--- config.mk ---
export PLATFORM = sky130hd
export DESIGN_NAME = air_quality_index_tracker
export DESIGN_NICKNAME = d
export VERILOG_FILES = /design/src/rtl/aqit_pkg.sv /design/src/rtl/air_quality_index_tracker.sv
export SDC_FILE = /design/constraint.sdc
export NUM_CORES = 2
export LEC_CHECK = 0
export BUFFER_PORTS_ARGS = -buffer_cell sky130_fd_sc_hd__buf_4
export CORE_UTILIZATION = 25
export DETAILED_ROUTE_END_ITERATION = 8
export GPL_TIMING_DRIVEN = 0
export PLACE_DENSITY = 0.37
export REMOVE_ABC_BUFFERS = 1
export SLEW_MARGIN = 10
export SYNTH_ARGS = -nofsm -noshare
export SYNTH_HDL_FRONTEND = slang
export SYNTH_SLANG_ARGS = --single-unit
--- constraint.sdc ---
create_clock -name clk -period 65.3 [get_ports clk]
set_clock_uncertainty 0.15 [all_clocks]
set_input_delay 9.795 -clock clk [delete_from_list [all_inputs] [get_ports clk]]
set_output_delay 9.795 -clock clk [all_outputs]
set_load 0.02 [all_outputs]
--- src/rtl/aqit_pkg.sv ---
// Package for the air quality index tracker: codes, reciprocals and sub-index functions.
`timescale 1ns / 1ps

package aqit_pkg;

  // Default number of fractional bits of the smoothed index
  localparam int unsigned AQIT_FRAC_BITS_DEF = 8;

  // Register fields and sub-index width
  localparam int unsigned CFG_W   = 9;
  localparam int unsigned CFG_AW  = 2;
  localparam int unsigned INDEX_W = 9;
  localparam int unsigned BAND_W  = 2;
  localparam int unsigned NUM_W   = 17;
  localparam int unsigned RCP_W   = 32;

  // Register indexes on the configuration port
  localparam logic [CFG_AW-1:0] CFG_SMOOTH_FLOOR    = 2'd0;
  localparam logic [CFG_AW-1:0] CFG_BAND_LIMIT_LOW  = 2'd1;
  localparam logic [CFG_AW-1:0] CFG_BAND_LIMIT_MID  = 2'd2;
  localparam logic [CFG_AW-1:0] CFG_BAND_LIMIT_HIGH = 2'd3;

  // Register reset values
  localparam logic [CFG_W-1:0] SMOOTH_FLOOR_RST    = 9'd10;
  localparam logic [CFG_W-1:0] BAND_LIMIT_LOW_RST  = 9'd50;
  localparam logic [CFG_W-1:0] BAND_LIMIT_MID_RST  = 9'd100;
  localparam logic [CFG_W-1:0] BAND_LIMIT_HIGH_RST = 9'd200;

  // Band codes
  localparam logic [BAND_W-1:0] BAND_GOOD     = 2'd0;
  localparam logic [BAND_W-1:0] BAND_MODERATE = 2'd1;
  localparam logic [BAND_W-1:0] BAND_POOR     = 2'd2;
  localparam logic [BAND_W-1:0] BAND_BAD      = 2'd3;

  // Top of the index scale
  localparam logic [INDEX_W-1:0] INDEX_MAX = 9'd500;

  // Pollutant codes
  typedef enum logic [2:0] {
    POL_ECO2 = 3'd0,
    POL_TVOC = 3'd1,
    POL_PM25 = 3'd2,
    POL_PM10 = 3'd3,
    POL_CO   = 3'd4
  } pollutant_t;

  // Reciprocals ceil(2^31 / d); exact floor for every numerator a segment can produce
  localparam int unsigned RCP_SHIFT = 31;
  localparam logic [63:0] RCP_ONE   = 64'd1 << RCP_SHIFT;

  localparam logic [RCP_W-1:0] RCP_1    = 32'((RCP_ONE + 64'd0) / 64'd1);
  localparam logic [RCP_W-1:0] RCP_2    = 32'((RCP_ONE + 64'd1) / 64'd2);
  localparam logic [RCP_W-1:0] RCP_4    = 32'((RCP_ONE + 64'd3) / 64'd4);
  localparam logic [RCP_W-1:0] RCP_5    = 32'((RCP_ONE + 64'd4) / 64'd5);
  localparam logic [RCP_W-1:0] RCP_6    = 32'((RCP_ONE + 64'd5) / 64'd6);
  localparam logic [RCP_W-1:0] RCP_7    = 32'((RCP_ONE + 64'd6) / 64'd7);
  localparam logic [RCP_W-1:0] RCP_9    = 32'((RCP_ONE + 64'd8) / 64'd9);
  localparam logic [RCP_W-1:0] RCP_10   = 32'((RCP_ONE + 64'd9) / 64'd10);
  localparam logic [RCP_W-1:0] RCP_15   = 32'((RCP_ONE + 64'd14) / 64'd15);
  localparam logic [RCP_W-1:0] RCP_19   = 32'((RCP_ONE + 64'd18) / 64'd19);
  localparam logic [RCP_W-1:0] RCP_24   = 32'((RCP_ONE + 64'd23) / 64'd24);
  localparam logic [RCP_W-1:0] RCP_40   = 32'((RCP_ONE + 64'd39) / 64'd40);
  localparam logic [RCP_W-1:0] RCP_47   = 32'((RCP_ONE + 64'd46) / 64'd47);
  localparam logic [RCP_W-1:0] RCP_85   = 32'((RCP_ONE + 64'd84) / 64'd85);
  localparam logic [RCP_W-1:0] RCP_108  = 32'((RCP_ONE + 64'd107) / 64'd108);
  localparam logic [RCP_W-1:0] RCP_577  = 32'((RCP_ONE + 64'd576) / 64'd577);
  localparam logic [RCP_W-1:0] RCP_898  = 32'((RCP_ONE + 64'd897) / 64'd898);
  localparam logic [RCP_W-1:0] RCP_1052 = 32'((RCP_ONE + 64'd1051) / 64'd1052);
  localparam logic [RCP_W-1:0] RCP_1308 = 32'((RCP_ONE + 64'd1307) / 64'd1308);
  localparam logic [RCP_W-1:0] RCP_1576 = 32'((RCP_ONE + 64'd1575) / 64'd1576);

  // Evaluate one segment: floor(num / d) + ofs through the reciprocal of d
  function automatic logic [INDEX_W-1:0] seg_eval(input logic [NUM_W-1:0] num,
                                                  input logic [RCP_W-1:0] rcp,
                                                  input logic [INDEX_W-1:0] ofs);
    logic [NUM_W+RCP_W-1:0] prod;
    logic [INDEX_W-1:0]     quot;
    prod = {{RCP_W{1'b0}}, num} * {{NUM_W{1'b0}}, rcp};
    quot = INDEX_W'(prod >> RCP_SHIFT);
    return quot + ofs;
  endfunction

  // eCO2 sub-index
  function automatic logic [INDEX_W-1:0] sub_eco2(input logic [15:0] e);
    logic [23:0]        ex;
    logic [NUM_W-1:0]   num;
    logic [RCP_W-1:0]   rcp;
    logic [INDEX_W-1:0] ofs;
    ex = 24'(e);
    priority if (e < 16'd350) begin
      num = '0; rcp = RCP_1; ofs = '0;
    end else if (e <= 16'd884) begin
      num = NUM_W'((ex - 24'd350) * 24'd100); rcp = RCP_1052; ofs = 9'd0;
    end else if (e <= 16'd1333) begin
      num = NUM_W'(ex * 24'd100 - 24'd88498); rcp = RCP_898; ofs = 9'd51;
    end else if (e <= 16'd1765) begin
      num = NUM_W'(ex * 24'd10 - 24'd13335); rcp = RCP_85; ofs = 9'd101;
    end else if (e <= 16'd2551) begin
      num = NUM_W'(ex * 24'd100 - 24'd176576); rcp = RCP_1576; ofs = 9'd151;
    end else if (e <= 16'd3851) begin
      num = NUM_W'(ex * 24'd100 - 24'd255108); rcp = RCP_1308; ofs = 9'd201;
    end else if (e < 16'd5000) begin
      num = NUM_W'(ex * 24'd100 - 24'd385177); rcp = RCP_577; ofs = 9'd301;
    end else begin
      num = '0; rcp = RCP_1; ofs = INDEX_MAX;
    end
    return seg_eval(num, rcp, ofs);
  endfunction

  // TVOC sub-index
  function automatic logic [INDEX_W-1:0] sub_tvoc(input logic [15:0] t);
    logic [NUM_W-1:0]   tx;
    logic [NUM_W-1:0]   num;
    logic [RCP_W-1:0]   rcp;
    logic [INDEX_W-1:0] ofs;
    tx = NUM_W'(t);
    priority if (t < 16'd300) begin
      num = tx; rcp = RCP_6; ofs = 9'd0;
    end else if (t < 16'd500) begin
      num = tx - 17'd300; rcp = RCP_4; ofs = 9'd50;
    end else if (t < 16'd1000) begin
      num = tx - 17'd500; rcp = RCP_10; ofs = 9'd100;
    end else if (t < 16'd3000) begin
      num = tx - 17'd1000; rcp = RCP_40; ofs = 9'd150;
    end else if (t < 16'd4000) begin
      num = tx - 17'd3000; rcp = RCP_10; ofs = 9'd200;
    end else if (t < 16'd5000) begin
      num = tx - 17'd4000; rcp = RCP_5; ofs = 9'd300;
    end else begin
      num = '0; rcp = RCP_1; ofs = INDEX_MAX;
    end
    return seg_eval(num, rcp, ofs);
  endfunction

  // PM2.5 sub-index
  function automatic logic [INDEX_W-1:0] sub_pm25(input logic [11:0] p);
    logic [NUM_W-1:0]   px;
    logic [NUM_W-1:0]   num;
    logic [RCP_W-1:0]   rcp;
    logic [INDEX_W-1:0] ofs;
    px = NUM_W'(p);
    priority if (p <= 12'd12) begin
      num = px * 17'd100; rcp = RCP_24; ofs = 9'd0;
    end else if (p <= 12'd35) begin
      num = px * 17'd100 - 17'd1210; rcp = RCP_47; ofs = 9'd51;
    end else if (p <= 12'd55) begin
      num = px * 17'd10 - 17'd355; rcp = RCP_4; ofs = 9'd101;
    end else if (p <= 12'd150) begin
      num = px * 17'd10 - 17'd555; rcp = RCP_19; ofs = 9'd151;
    end else if (p <= 12'd250) begin
      num = px; rcp = RCP_1; ofs = 9'd50;
    end else if (p <= 12'd500) begin
      num = px * 17'd4 - 17'd1002; rcp = RCP_5; ofs = 9'd301;
    end else begin
      num = '0; rcp = RCP_1; ofs = INDEX_MAX;
    end
    return seg_eval(num, rcp, ofs);
  endfunction

  // PM10 sub-index
  function automatic logic [INDEX_W-1:0] sub_pm10(input logic [11:0] q);
    logic [NUM_W-1:0]   qx;
    logic [NUM_W-1:0]   num;
    logic [RCP_W-1:0]   rcp;
    logic [INDEX_W-1:0] ofs;
    qx = NUM_W'(q);
    priority if (q < 12'd55) begin
      num = qx * 17'd100; rcp = RCP_108; ofs = 9'd0;
    end else if (q < 12'd155) begin
      num = qx - 17'd55; rcp = RCP_2; ofs = 9'd51;
    end else if (q < 12'd255) begin
      num = qx - 17'd155; rcp = RCP_2; ofs = 9'd101;
    end else if (q < 12'd355) begin
      num = qx - 17'd255; rcp = RCP_2; ofs = 9'd151;
    end else if (q < 12'd425) begin
      num = (qx - 17'd355) * 17'd10; rcp = RCP_7; ofs = 9'd201;
    end else if (q < 12'd604) begin
      num = (qx - 17'd425) * 17'd10; rcp = RCP_9; ofs = 9'd301;
    end else begin
      num = '0; rcp = RCP_1; ofs = INDEX_MAX;
    end
    return seg_eval(num, rcp, ofs);
  endfunction

  // CO sub-index
  function automatic logic [INDEX_W-1:0] sub_co(input logic [15:0] c);
    logic [NUM_W-1:0]   cx;
    logic [NUM_W-1:0]   num;
    logic [RCP_W-1:0]   rcp;
    logic [INDEX_W-1:0] ofs;
    cx = NUM_W'(c);
    priority if (c < 16'd450) begin
      num = cx; rcp = RCP_9; ofs = 9'd0;
    end else if (c < 16'd950) begin
      num = cx - 17'd450; rcp = RCP_10; ofs = 9'd51;
    end else if (c < 16'd1250) begin
      num = cx - 17'd950; rcp = RCP_6; ofs = 9'd101;
    end else if (c < 16'd1550) begin
      num = cx - 17'd1250; rcp = RCP_6; ofs = 9'd151;
    end else if (c < 16'd3050) begin
      num = cx - 17'd1550; rcp = RCP_15; ofs = 9'd201;
    end else if (c < 16'd5040) begin
      num = cx - 17'd3050; rcp = RCP_10; ofs = 9'd301;
    end else begin
      num = '0; rcp = RCP_1; ofs = INDEX_MAX;
    end
    return seg_eval(num, rcp, ofs);
  endfunction

endpackage

--- src/rtl/air_quality_index_tracker.sv ---
// Air quality index tracker: sub-indices, dominant pollutant, smoothing and banding.
//
//   channel | direction | handshake                  | payload
//   in_     | slave     | in_tvalid / in_tready      | in_tdata readings, in_tuser pm_ready
//   out_    | master    | out_tvalid / out_tready    | out_tdata index/smoothed/band, out_tuser
//   cfg_    | write     | cfg_we                     | cfg_addr, cfg_wdata
//
// From input transaction to result: an input register, then one pass through
// the segment tables, the dominant pick and the smoothing adder into the result register.
// Unless stalled, one transaction is taken per cycle; the smoothing register is the
// only loop. Reset (rst_n low, synchronous) empties both stages, clears the smoothed value
// and loads the register defaults. A stalled output holds its result and the input stage,
// and in_tready stays high while either stage can still move.
`timescale 1ns / 1ps

module air_quality_index_tracker #(
  parameter int unsigned FRACTION_BITS = aqit_pkg::AQIT_FRAC_BITS_DEF,
  localparam int unsigned SMOOTH_W    = aqit_pkg::INDEX_W + FRACTION_BITS,
  localparam int unsigned OUT_PAY_W   = aqit_pkg::INDEX_W + SMOOTH_W + aqit_pkg::BAND_W,
  localparam int unsigned OUT_TDATA_W = ((OUT_PAY_W + 7) / 8) * 8
) (
  input  logic                          clk,
  input  logic                          rst_n,
  // input channel
  input  logic                          in_tvalid,
  output logic                          in_tready,
  // eco2_ppm[15:0], tvoc_ppb[31:16], pm25_ug[43:32], pm10_ug[55:44], co_centippm[71:56]
  input  logic [71:0]                   in_tdata,
  // pm_ready[0]
  input  logic                          in_tuser,
  // result channel
  output logic                          out_tvalid,
  input  logic                          out_tready,
  // dominant_index, smoothed_index_q8, quality_band, zero fill (lowest bit up)
  output logic [OUT_TDATA_W-1:0]        out_tdata,
  // dominant_pollutant[2:0]
  output logic [2:0]                    out_tuser,
  // configuration port
  input  logic                          cfg_we,
  input  logic [aqit_pkg::CFG_AW-1:0]   cfg_addr,
  input  logic [aqit_pkg::CFG_W-1:0]    cfg_wdata
);
  import aqit_pkg::*;

  // Configuration registers
  logic [CFG_W-1:0] smooth_floor_r;
  logic [CFG_W-1:0] band_limit_low_r;
  logic [CFG_W-1:0] band_limit_mid_r;
  logic [CFG_W-1:0] band_limit_high_r;

  // Input stage
  logic        s1_valid_r;
  logic [15:0] s1_eco2_r;
  logic [15:0] s1_tvoc_r;
  logic [11:0] s1_pm25_r;
  logic [11:0] s1_pm10_r;
  logic        s1_pm_ready_r;
  logic [15:0] s1_co_r;

  // Result stage and smoothing state
  logic                out_valid_r;
  pollutant_t          out_pol_r;
  logic [INDEX_W-1:0]  out_idx_r;
  logic [SMOOTH_W-1:0] out_smooth_r;
  logic [BAND_W-1:0]   out_band_r;
  logic [SMOOTH_W-1:0] smooth_r;

  // Pass logic
  logic                out_load;
  logic                in_load;
  logic [INDEX_W-1:0]  sub_s [5];
  pollutant_t          win_nxt;
  logic [INDEX_W-1:0]  best_nxt;
  logic [SMOOTH_W:0]   sum_s;
  logic [SMOOTH_W-1:0] avg_s;
  logic [SMOOTH_W-1:0] floor_q;
  logic [SMOOTH_W-1:0] smooth_nxt;
  logic [BAND_W-1:0]   band_nxt;

  // Handshake: result register frees when empty or taken, input stage when it moves on
  assign out_load  = s1_valid_r && (!out_valid_r || out_tready);
  assign in_tready = !s1_valid_r || out_load;
  assign in_load   = in_tvalid && in_tready;

  // Write configuration registers
  always_ff @(posedge clk) begin
    if (!rst_n) begin
      smooth_floor_r    <= SMOOTH_FLOOR_RST;
      band_limit_low_r  <= BAND_LIMIT_LOW_RST;
      band_limit_mid_r  <= BAND_LIMIT_MID_RST;
      band_limit_high_r <= BAND_LIMIT_HIGH_RST;
    end else if (cfg_we) begin
      unique case (cfg_addr)
        CFG_SMOOTH_FLOOR:    smooth_floor_r    <= cfg_wdata;
        CFG_BAND_LIMIT_LOW:  band_limit_low_r  <= cfg_wdata;
        CFG_BAND_LIMIT_MID:  band_limit_mid_r  <= cfg_wdata;
        CFG_BAND_LIMIT_HIGH: band_limit_high_r <= cfg_wdata;
        default:             ;
      endcase
    end
  end

  // Capture the input transaction
  always_ff @(posedge clk) begin
    if (!rst_n) begin
      s1_valid_r <= 1'b0;
    end else if (in_tready) begin
      s1_valid_r <= in_tvalid;
    end
  end

  always_ff @(posedge clk) begin
    if (in_load) begin
      s1_eco2_r     <= in_tdata[15:0];
      s1_tvoc_r     <= in_tdata[31:16];
      s1_pm25_r     <= in_tdata[43:32];
      s1_pm10_r     <= in_tdata[55:44];
      s1_co_r       <= in_tdata[71:56];
      s1_pm_ready_r <= in_tuser;
    end
  end

  // Map each reading to its sub-index; PM counts as zero until ready
  always_comb begin
    sub_s[0] = sub_eco2(s1_eco2_r);
    sub_s[1] = sub_tvoc(s1_tvoc_r);
    sub_s[2] = s1_pm_ready_r ? sub_pm25(s1_pm25_r) : '0;
    sub_s[3] = s1_pm_ready_r ? sub_pm10(s1_pm10_r) : '0;
    sub_s[4] = sub_co(s1_co_r);
  end

  // Pick the largest sub-index; the earlier pollutant keeps a tie
  always_comb begin
    win_nxt  = POL_ECO2;
    best_nxt = sub_s[0];
    if (best_nxt < sub_s[1]) begin
      win_nxt  = POL_TVOC;
      best_nxt = sub_s[1];
    end
    if (best_nxt < sub_s[2]) begin
      win_nxt  = POL_PM25;
      best_nxt = sub_s[2];
    end
    if (best_nxt < sub_s[3]) begin
      win_nxt  = POL_PM10;
      best_nxt = sub_s[3];
    end
    if (best_nxt < sub_s[4]) begin
      win_nxt  = POL_CO;
      best_nxt = sub_s[4];
    end
  end

  // Average with the previous value, truncate, then raise to the floor
  always_comb begin
    sum_s   = {1'b0, best_nxt, {FRACTION_BITS{1'b0}}} + {1'b0, smooth_r};
    avg_s   = sum_s[SMOOTH_W:1];
    floor_q = {smooth_floor_r, {FRACTION_BITS{1'b0}}};
    smooth_nxt = (avg_s < floor_q) ? floor_q : avg_s;
  end

  // Classify against the limits in order low, mid, high
  always_comb begin
    priority if (smooth_nxt < {band_limit_low_r, {FRACTION_BITS{1'b0}}}) begin
      band_nxt = BAND_GOOD;
    end else if (smooth_nxt < {band_limit_mid_r, {FRACTION_BITS{1'b0}}}) begin
      band_nxt = BAND_MODERATE;
    end else if (smooth_nxt < {band_limit_high_r, {FRACTION_BITS{1'b0}}}) begin
      band_nxt = BAND_POOR;
    end else begin
      band_nxt = BAND_BAD;
    end
  end

  // Advance the smoothing state and the result register together
  always_ff @(posedge clk) begin
    if (!rst_n) begin
      out_valid_r <= 1'b0;
      smooth_r    <= '0;
    end else begin
      if (out_load) begin
        smooth_r <= smooth_nxt;
      end
      if (out_load) begin
        out_valid_r <= 1'b1;
      end else if (out_tready) begin
        out_valid_r <= 1'b0;
      end
    end
  end

  always_ff @(posedge clk) begin
    if (out_load) begin
      out_pol_r    <= win_nxt;
      out_idx_r    <= best_nxt;
      out_smooth_r <= smooth_nxt;
      out_band_r   <= band_nxt;
    end
  end

  // Drive the result channel
  assign out_tvalid = out_valid_r;
  assign out_tdata  = OUT_TDATA_W'({out_band_r, out_smooth_r, out_idx_r});
  assign out_tuser  = out_pol_r;

`ifndef NO_ASSERTIONS
  // A loaded result carries the smoothing state it leaves behind
  a_state_matches_result: assert property (@(posedge clk) disable iff (!rst_n)
    out_load |=> (smooth_r == out_smooth_r))
    else $error("smoothing state and result disagree");

  // A waiting input transaction is not dropped
  a_input_stage_held: assert property (@(posedge clk) disable iff (!rst_n)
    (s1_valid_r && !out_load) |=> s1_valid_r)
    else $error("input stage lost a transaction");

  // The dominant sub-index never leaves the index scale
  a_index_in_range: assert property (@(posedge clk) disable iff (!rst_n)
    out_valid_r |-> (out_idx_r <= INDEX_MAX))
    else $error("dominant index above scale");
`endif

endmodule

# Word level (Yosys, flattened, before mapping)

Cells that the tools add are included.

Input bits: 89
Flip-flop bits (word level): 159
Word-level logic and storage cells: 224
Output and inout bits: 37

Muxes and demuxes: 107
Equal/unequal tests: 3
$lt $le $gt $ge: 39
Add/sub/neg operators: 31
Reductions and logical operators: 13
$mul: 13

Operators by type and width:

| kind                                                              | number |
|---|---|
| 2-to-1 mux 32 bit                                                 | 31 |
| 2-to-1 mux 17 bit                                                 | 32 |
| 2-to-1 mux 9 bit                                                  | 32 |
| multiplier 17 x 32 -> 40 bit                                      | 5 |
| subtractor 16 x 9 -> 17 bit (second input constant)               | 5 |
| less-than comparator 17 bit                                       | 4 |
| less-than comparator 16 x 9 -> 1 bit (second input constant)      | 4 |
| subtractor 16 x 10 -> 17 bit (second input constant)              | 3 |
| subtractor 16 x 12 -> 17 bit (second input constant)              | 3 |
| subtractor 17 bit (second input constant)                         | 3 |
| less-than comparator 16 x 12 -> 1 bit (second input constant)     | 3 |
| less-than comparator 16 x 13 -> 1 bit (second input constant)     | 3 |
| adder 9 bit                                                       | 5 |
| 2-to-1 mux 8 bit                                                  | 5 |
| less-than comparator 9 bit                                        | 4 |
| multiplier 17 x 3 -> 16 bit (second input constant)               | 2 |
| subtractor 16 x 11 -> 17 bit (second input constant)              | 2 |
| less-or-equal comparator 16 x 11 -> 1 bit (second input constant) | 2 |
| less-or-equal comparator 16 x 12 -> 1 bit (second input constant) | 2 |
| less-than comparator 16 x 10 -> 1 bit (second input constant)     | 2 |
| less-than comparator 16 x 11 -> 1 bit (second input constant)     | 2 |
| multiplier 12 x 5 -> 15 bit (second input constant)               | 2 |
| subtractor 12 x 8 -> 13 bit (second input constant)               | 2 |
| subtractor 12 x 9 -> 13 bit (second input constant)               | 2 |
| 30 further kinds                                                  | 46 |

# Depth between registers and ports, before layout

Word-level depth: 25
Depth in mapped cells: 123

# Worst setup path before layout

Ideal clock, no wire load.

Kind: register -> register
From: reg s1_eco2_r[0]
To: reg out_band_r[0] (data pin)
Setup slack: 42.716 ns
Data required time: 65.004 ns
Path buffers: 9
Stages on the path, launching flop included: 115
Setup time: 0.146 ns
Arrival time: 22.288 ns
Cells stage by stage: edfxtp_1 > clkbuf_1 > inv_1 > ha_1 > ha_1 > ha_1 > fa_1 > ha_1 > buf_1 > a21oi_1 > o22ai_1 > o21ai_1 > or3_1 > a31o_1 > a311oi_1 > o221ai_2 > and2b_1 > buf_6 > [... 79 more ...] > nand2b_1 > ha_1 > a21oi_1 > o21ai_1 > clkbuf_1 > o21ai_0 > ha_1 > a21oi_1 > nor2b_1 > o21ai_0 > nand2b_1 > a21oi_1 > nor2b_1 > o21ai_0 > nand2b_1 > a211oi_1 > a2111oi_0 > a21oi_1

Word-level cells in the longest chain between the ends: 25
Elaborated cells between the ends (all ways): 55

RTL lines:

| item                        | line                             | source |
|---|---|---|
| start, declared             | air_quality_index_tracker.sv:53  | `logic [15:0] s1_eco2_r;` |
| start signal, assigned      | air_quality_index_tracker.sv:114 | `s1_eco2_r <= in_tdata[15:0];` |
| multiplier 16 x 5 -> 15 bit | -                                |  |
| subtractor 17 bit           | aqit_pkg.sv:103                  | `num = NUM_W'(ex * 24'd100 - 24'd385177); rcp = RCP_577; ofs = 9'd301;` |
| 2-to-1 mux 17 bit           | aqit_pkg.sv:102                  | `end else if (e < 16'd5000) begin` |
| 2-to-1 mux 17 bit           | aqit_pkg.sv:100                  | `end else if (e <= 16'd3851) begin` |
| 2-to-1 mux 17 bit           | aqit_pkg.sv:98                   | `end else if (e <= 16'd2551) begin` |
| 2-to-1 mux 17 bit           | aqit_pkg.sv:96                   | `end else if (e <= 16'd1765) begin` |
| 2-to-1 mux 17 bit           | aqit_pkg.sv:94                   | `end else if (e <= 16'd1333) begin` |
| 2-to-1 mux 17 bit           | aqit_pkg.sv:92                   | `end else if (e <= 16'd884) begin` |
| [... 11 more ...]           | -                                |  |
| net best_nxt[1]             | air_quality_index_tracker.sv:73  | `logic [INDEX_W-1:0] best_nxt;` |
| adder 17 x 17 -> 18 bit (*) | air_quality_index_tracker.sv:156 | `sum_s = {1'b0, best_nxt, {FRACTION_BITS{1'b0}}} + {1'b0, smooth_r};` |
| less-than comparator 17 bit | air_quality_index_tracker.sv:159 | `smooth_nxt = (avg_s < floor_q) ? floor_q : avg_s;` |
| 2-to-1 mux 17 bit (*)       | air_quality_index_tracker.sv:159 |  |
| net smooth_nxt[10]          | air_quality_index_tracker.sv:77  | `logic [SMOOTH_W-1:0] smooth_nxt;` |
| less-than comparator 17 bit | air_quality_index_tracker.sv:168 | `end else if (smooth_nxt < {band_limit_high_r, {FRACTION_BITS{1'b0}}}) begin` |
| 2-to-1 mux 1 bit            | air_quality_index_tracker.sv:168 |  |
| 2-to-1 mux 1 bit            | air_quality_index_tracker.sv:166 | `end else if (smooth_nxt < {band_limit_mid_r, {FRACTION_BITS{1'b0}}}) begin` |
| end signal, assigned        | air_quality_index_tracker.sv:197 | `out_band_r <= band_nxt;` |
| end, declared               | air_quality_index_tracker.sv:65  | `logic [BAND_W-1:0] out_band_r;` |

Mark *: on every way through the listed nets, which the timed path passes. The rest lies on a longest branch.
A chain may end at the register's enable or synchronous reset.

# Worst setup path after layout

Same ends and word-level chain as after synthesis.

==> results by group <==
Synthesis
  • Register area share after synthesis: around 5.5%
  • Synth top area share: 40.4%
  • Yosys reg bits: 158
  • Post-synth ARST share: 0%
  • Area contributors post-synth: fa_1 (40%), ha_1 (16%), inv_1 (12%)
  • Primary FF master, synth: edfxtp_1
  • Avg Synthesized Cell Area: 8.82 um2
  • Post-synth EDFFs: 104
  • Gate Count Post-Synth: 8735
  • Biggest area consumer among synthesized cells: fa_1
  • Mapped Area: 77100 um2
  • Ys Warns: 0
  • Top-count cell post-synth: inv_1
  • Netlist cell types: ~120
  • Commonest cells post-synth: inv_1 (2379), fa_1 (1557), ha_1 (984), nand2_1 (687), nor2_1 (641)

Job
  • Max-cap violations: 0

Global route
  • First-pass GRT wire length: between 400000 and 500000 um
  • Met1 usage: between 20% and 30%
  • Met3 GRT Util: 2.12%
  • Met2 Use GR: 30.4%
  • Vias in the first global route: 63118
  • Overall Global Routing Usage: 18.1%
  • Grt ovf: 0
  • Largest net degree at the start of global routing: 55
  • GR peak layer: met2
  • Initial antenna violation count: 23

Routing
  • Drt wl/cell: 21.3 um
  • Drt initial violations: 3601
  • Drt pass-1 iters: 7
  • Post-route antenna net violation count: 0
  • WL final: roughly 280000 um
  • DR DRC count: 0
  • Via count: 58522
  • Via density: 4.50

Timing
  • Final Max Slew Viols: 0
  • Setup violators final: 0
  • Unrepaired setup endpoints after global routing: no
  • Setup_tns: 0 ns
  • Fin crit period: roughly 30 ns
  • Max_slew headroom: under 10%
  • Hold slack: 0.312 ns
  • Final Hold Viols: 0
  • Final period util: 45.6%
  • Pin slew with the least headroom to its limit: 1.43 ns
  • Max frequency: around 0.034 GHz

Finish
  • Nets: 11520
  • Post-route insts no fill: 13004
  • Layout area overhead: 9.43%
  • Share of layout cells above drive strength 1: 3.87%

Worst hold path
  • Hold path endpoint: smooth_r[7]
  • WHS Path Cells: 2
  • Tightest Hold Check Type: register to register
  • Hold Crit Start: smooth_r[7]

Clock network
  • Post-CTS Setup Inserts: 0
  • Hold buffer count at cts: 0
  • Skew-Pair Late Insertion Delay: approximately 0.60 ns
  • Post_cts resized: 0
  • CTS tree: done
  • Clk buf depth: 3
  • Clk sinks: 158
  • CTS clk-pin slew, worst paths: 0.10 ns
  • Root Driver: clkbuf_16
  • CTS Buf Count: 21
  • H-tree Lvls: 4

Outcome
  • Outcome: complete, no violations

Worst setup path
  • Slowest stage delay, CP: a little over 1 ns
  • Reg-to-Reg Start: s1_eco2_r[0]
  • Critical Path RT: between 60 and 70 ns
  • CP Class: register to register
  • Reg2Reg Depth: 105
  • Reg2Reg Setup Slack: 35.55 ns
  • Worst R2R End: out_band_r[0]
  • Crit path buffers/inverters: 5
  • CP delay by family, top: compound AO/OA/AOI/OAI gates
  • CP max FO: 15
  • Element type at the critical path end: register
  • Kind of start point of the critical path: register
  • Slowest library cell on the worst path: edfxtp_1
  • CP arrival: 30.01 ns
  • Crit path top cell by count: a21oi_1
  • Levels on crit path: 105

Floorplan
  • Die X: roughly 560 um
  • Die area: between 300000 and 400000 um2
  • Initial Util: 25.2%
  • Die Height: 557 um
  • Rows: 203
  • I/O pin count: 126
  • CORE AREA: a little over 300000 um2

Place
  • Final GP Congestion: 0.921
  • Dpl hpwl: 245000 um
  • IO Port Bufs: roughly 120
  • Placed insts: 12967
## worst reg2reg max path, delay by kind of cell, from the launching register on
family,cells,cell delay (ns)
DFF,1,1.02
adders and majority gates,19,7.68
and+or+nand+nor,21,4.30
AOI/OAI and AO/OA,54,13.98
xor gates and xnor gates,4,1.07
muxes,2,0.77
buffers and inverters,5,0.62
## final cells by class
cell class,instances,area [um2]
well taps,4100,5130
repair buffers,156,1370
diodes,4,10.0
multi-input cells,6171,64000
inverters,2382,8940
flip-flops and latches,158,4200
clock buffers,22,529
fillers,33465,222000
clock inverters,11,141
## through the flow
step | instance area [um2] | utilization [%] | setup WS (ns)
6_report | 84300 | 27.5 | 35.55
5_1_grt | 84300 | 27.5 | 33.80
4_1_cts | 84300 | 27.5 | 35.05
3_5_place_dp | 83600 | 27.3 | 35.11
3_3_place_gp | 83000 | 27.1 | 31.78
2_1_floorplan | 76900 | - | 42.34
## state kept, by name, indices dropped and copies added (netlist names), 12 cells and up
| signal | flops |
|---|---|
| out_smooth_r | 17 |
| s1_co_r | 16 |
| s1_eco2_r | 16 |
| s1_pm10_r | 12 |
| s1_pm25_r | 12 |
| s1_tvoc_r | 16 |
| smooth_r | 16 |
## cells in the final DEF (no fill, tap or decap), types with 85 or more instances in the layout
| master | synthesis | routed |
|---|---|---|
| inv_1 | 2379 | 2379 |
| xnor2_1 | 247 | 247 |
| nand3_1 | 85 | 85 |
| edfxtp_1 | 104 | 104 |
| a21oi_1 | 327 | 316 |
| buf_4 | 5 | 129 |
| conb_1 | 2 | 170 |
| a21o_1 | 95 | 95 |
| nor2_1 | 641 | 634 |
| fa_1 | 1557 | 1557 |
| nand2_1 | 687 | 687 |
| o21ai_0 | 217 | 211 |
| ha_1 | 984 | 984 |
## worst max-delay path by stage
| stage | from | endpoint | slack (ns) |
|---|---|---|---|
| final | s1_eco2_r[0] | out_band_r[0] | 35.55 |
| after global routing | s1_eco2_r[1] | out_band_r[0] | 33.80 |
| after CTS | s1_eco2_r[0] | out_band_r[0] | 35.05 |
| after detailed placement | s1_eco2_r[1] | out_band_r[0] | 35.11 |
| after global placement | s1_pm25_r[5] | out_band_r[0] | 31.78 |
| after floorplan | s1_eco2_r[2] | out_band_r[0] | 42.34 |
## routing by layer
metal	share of wire (%)	vias to the layer above
met5	0.028	-
met4	1.6	14
met3	4.2	201
met2	47	1196
met1	47	29997
li1	-	27114
## cell families (layout without fill, tap and decap cells)
kind of cell,after synthesis,after routing,share of synthesized area (%)
AOI/OAI and AO/OA,1165,1165,9.95
xor gates and xnor gates,320,320,3.72
adders and majority gates,2541,2541,56.4
buffers and inverters,2574,2571,12.6
DFF,158,158,5.46
muxes,43,43,0.594
other,2,174,0.00975
and+or+nand+nor,1932,1932,11.3
Power is left out: the tool's default activity adds up to more than one toggle a clock period on the data nets, which glitch-free logic cannot reach.
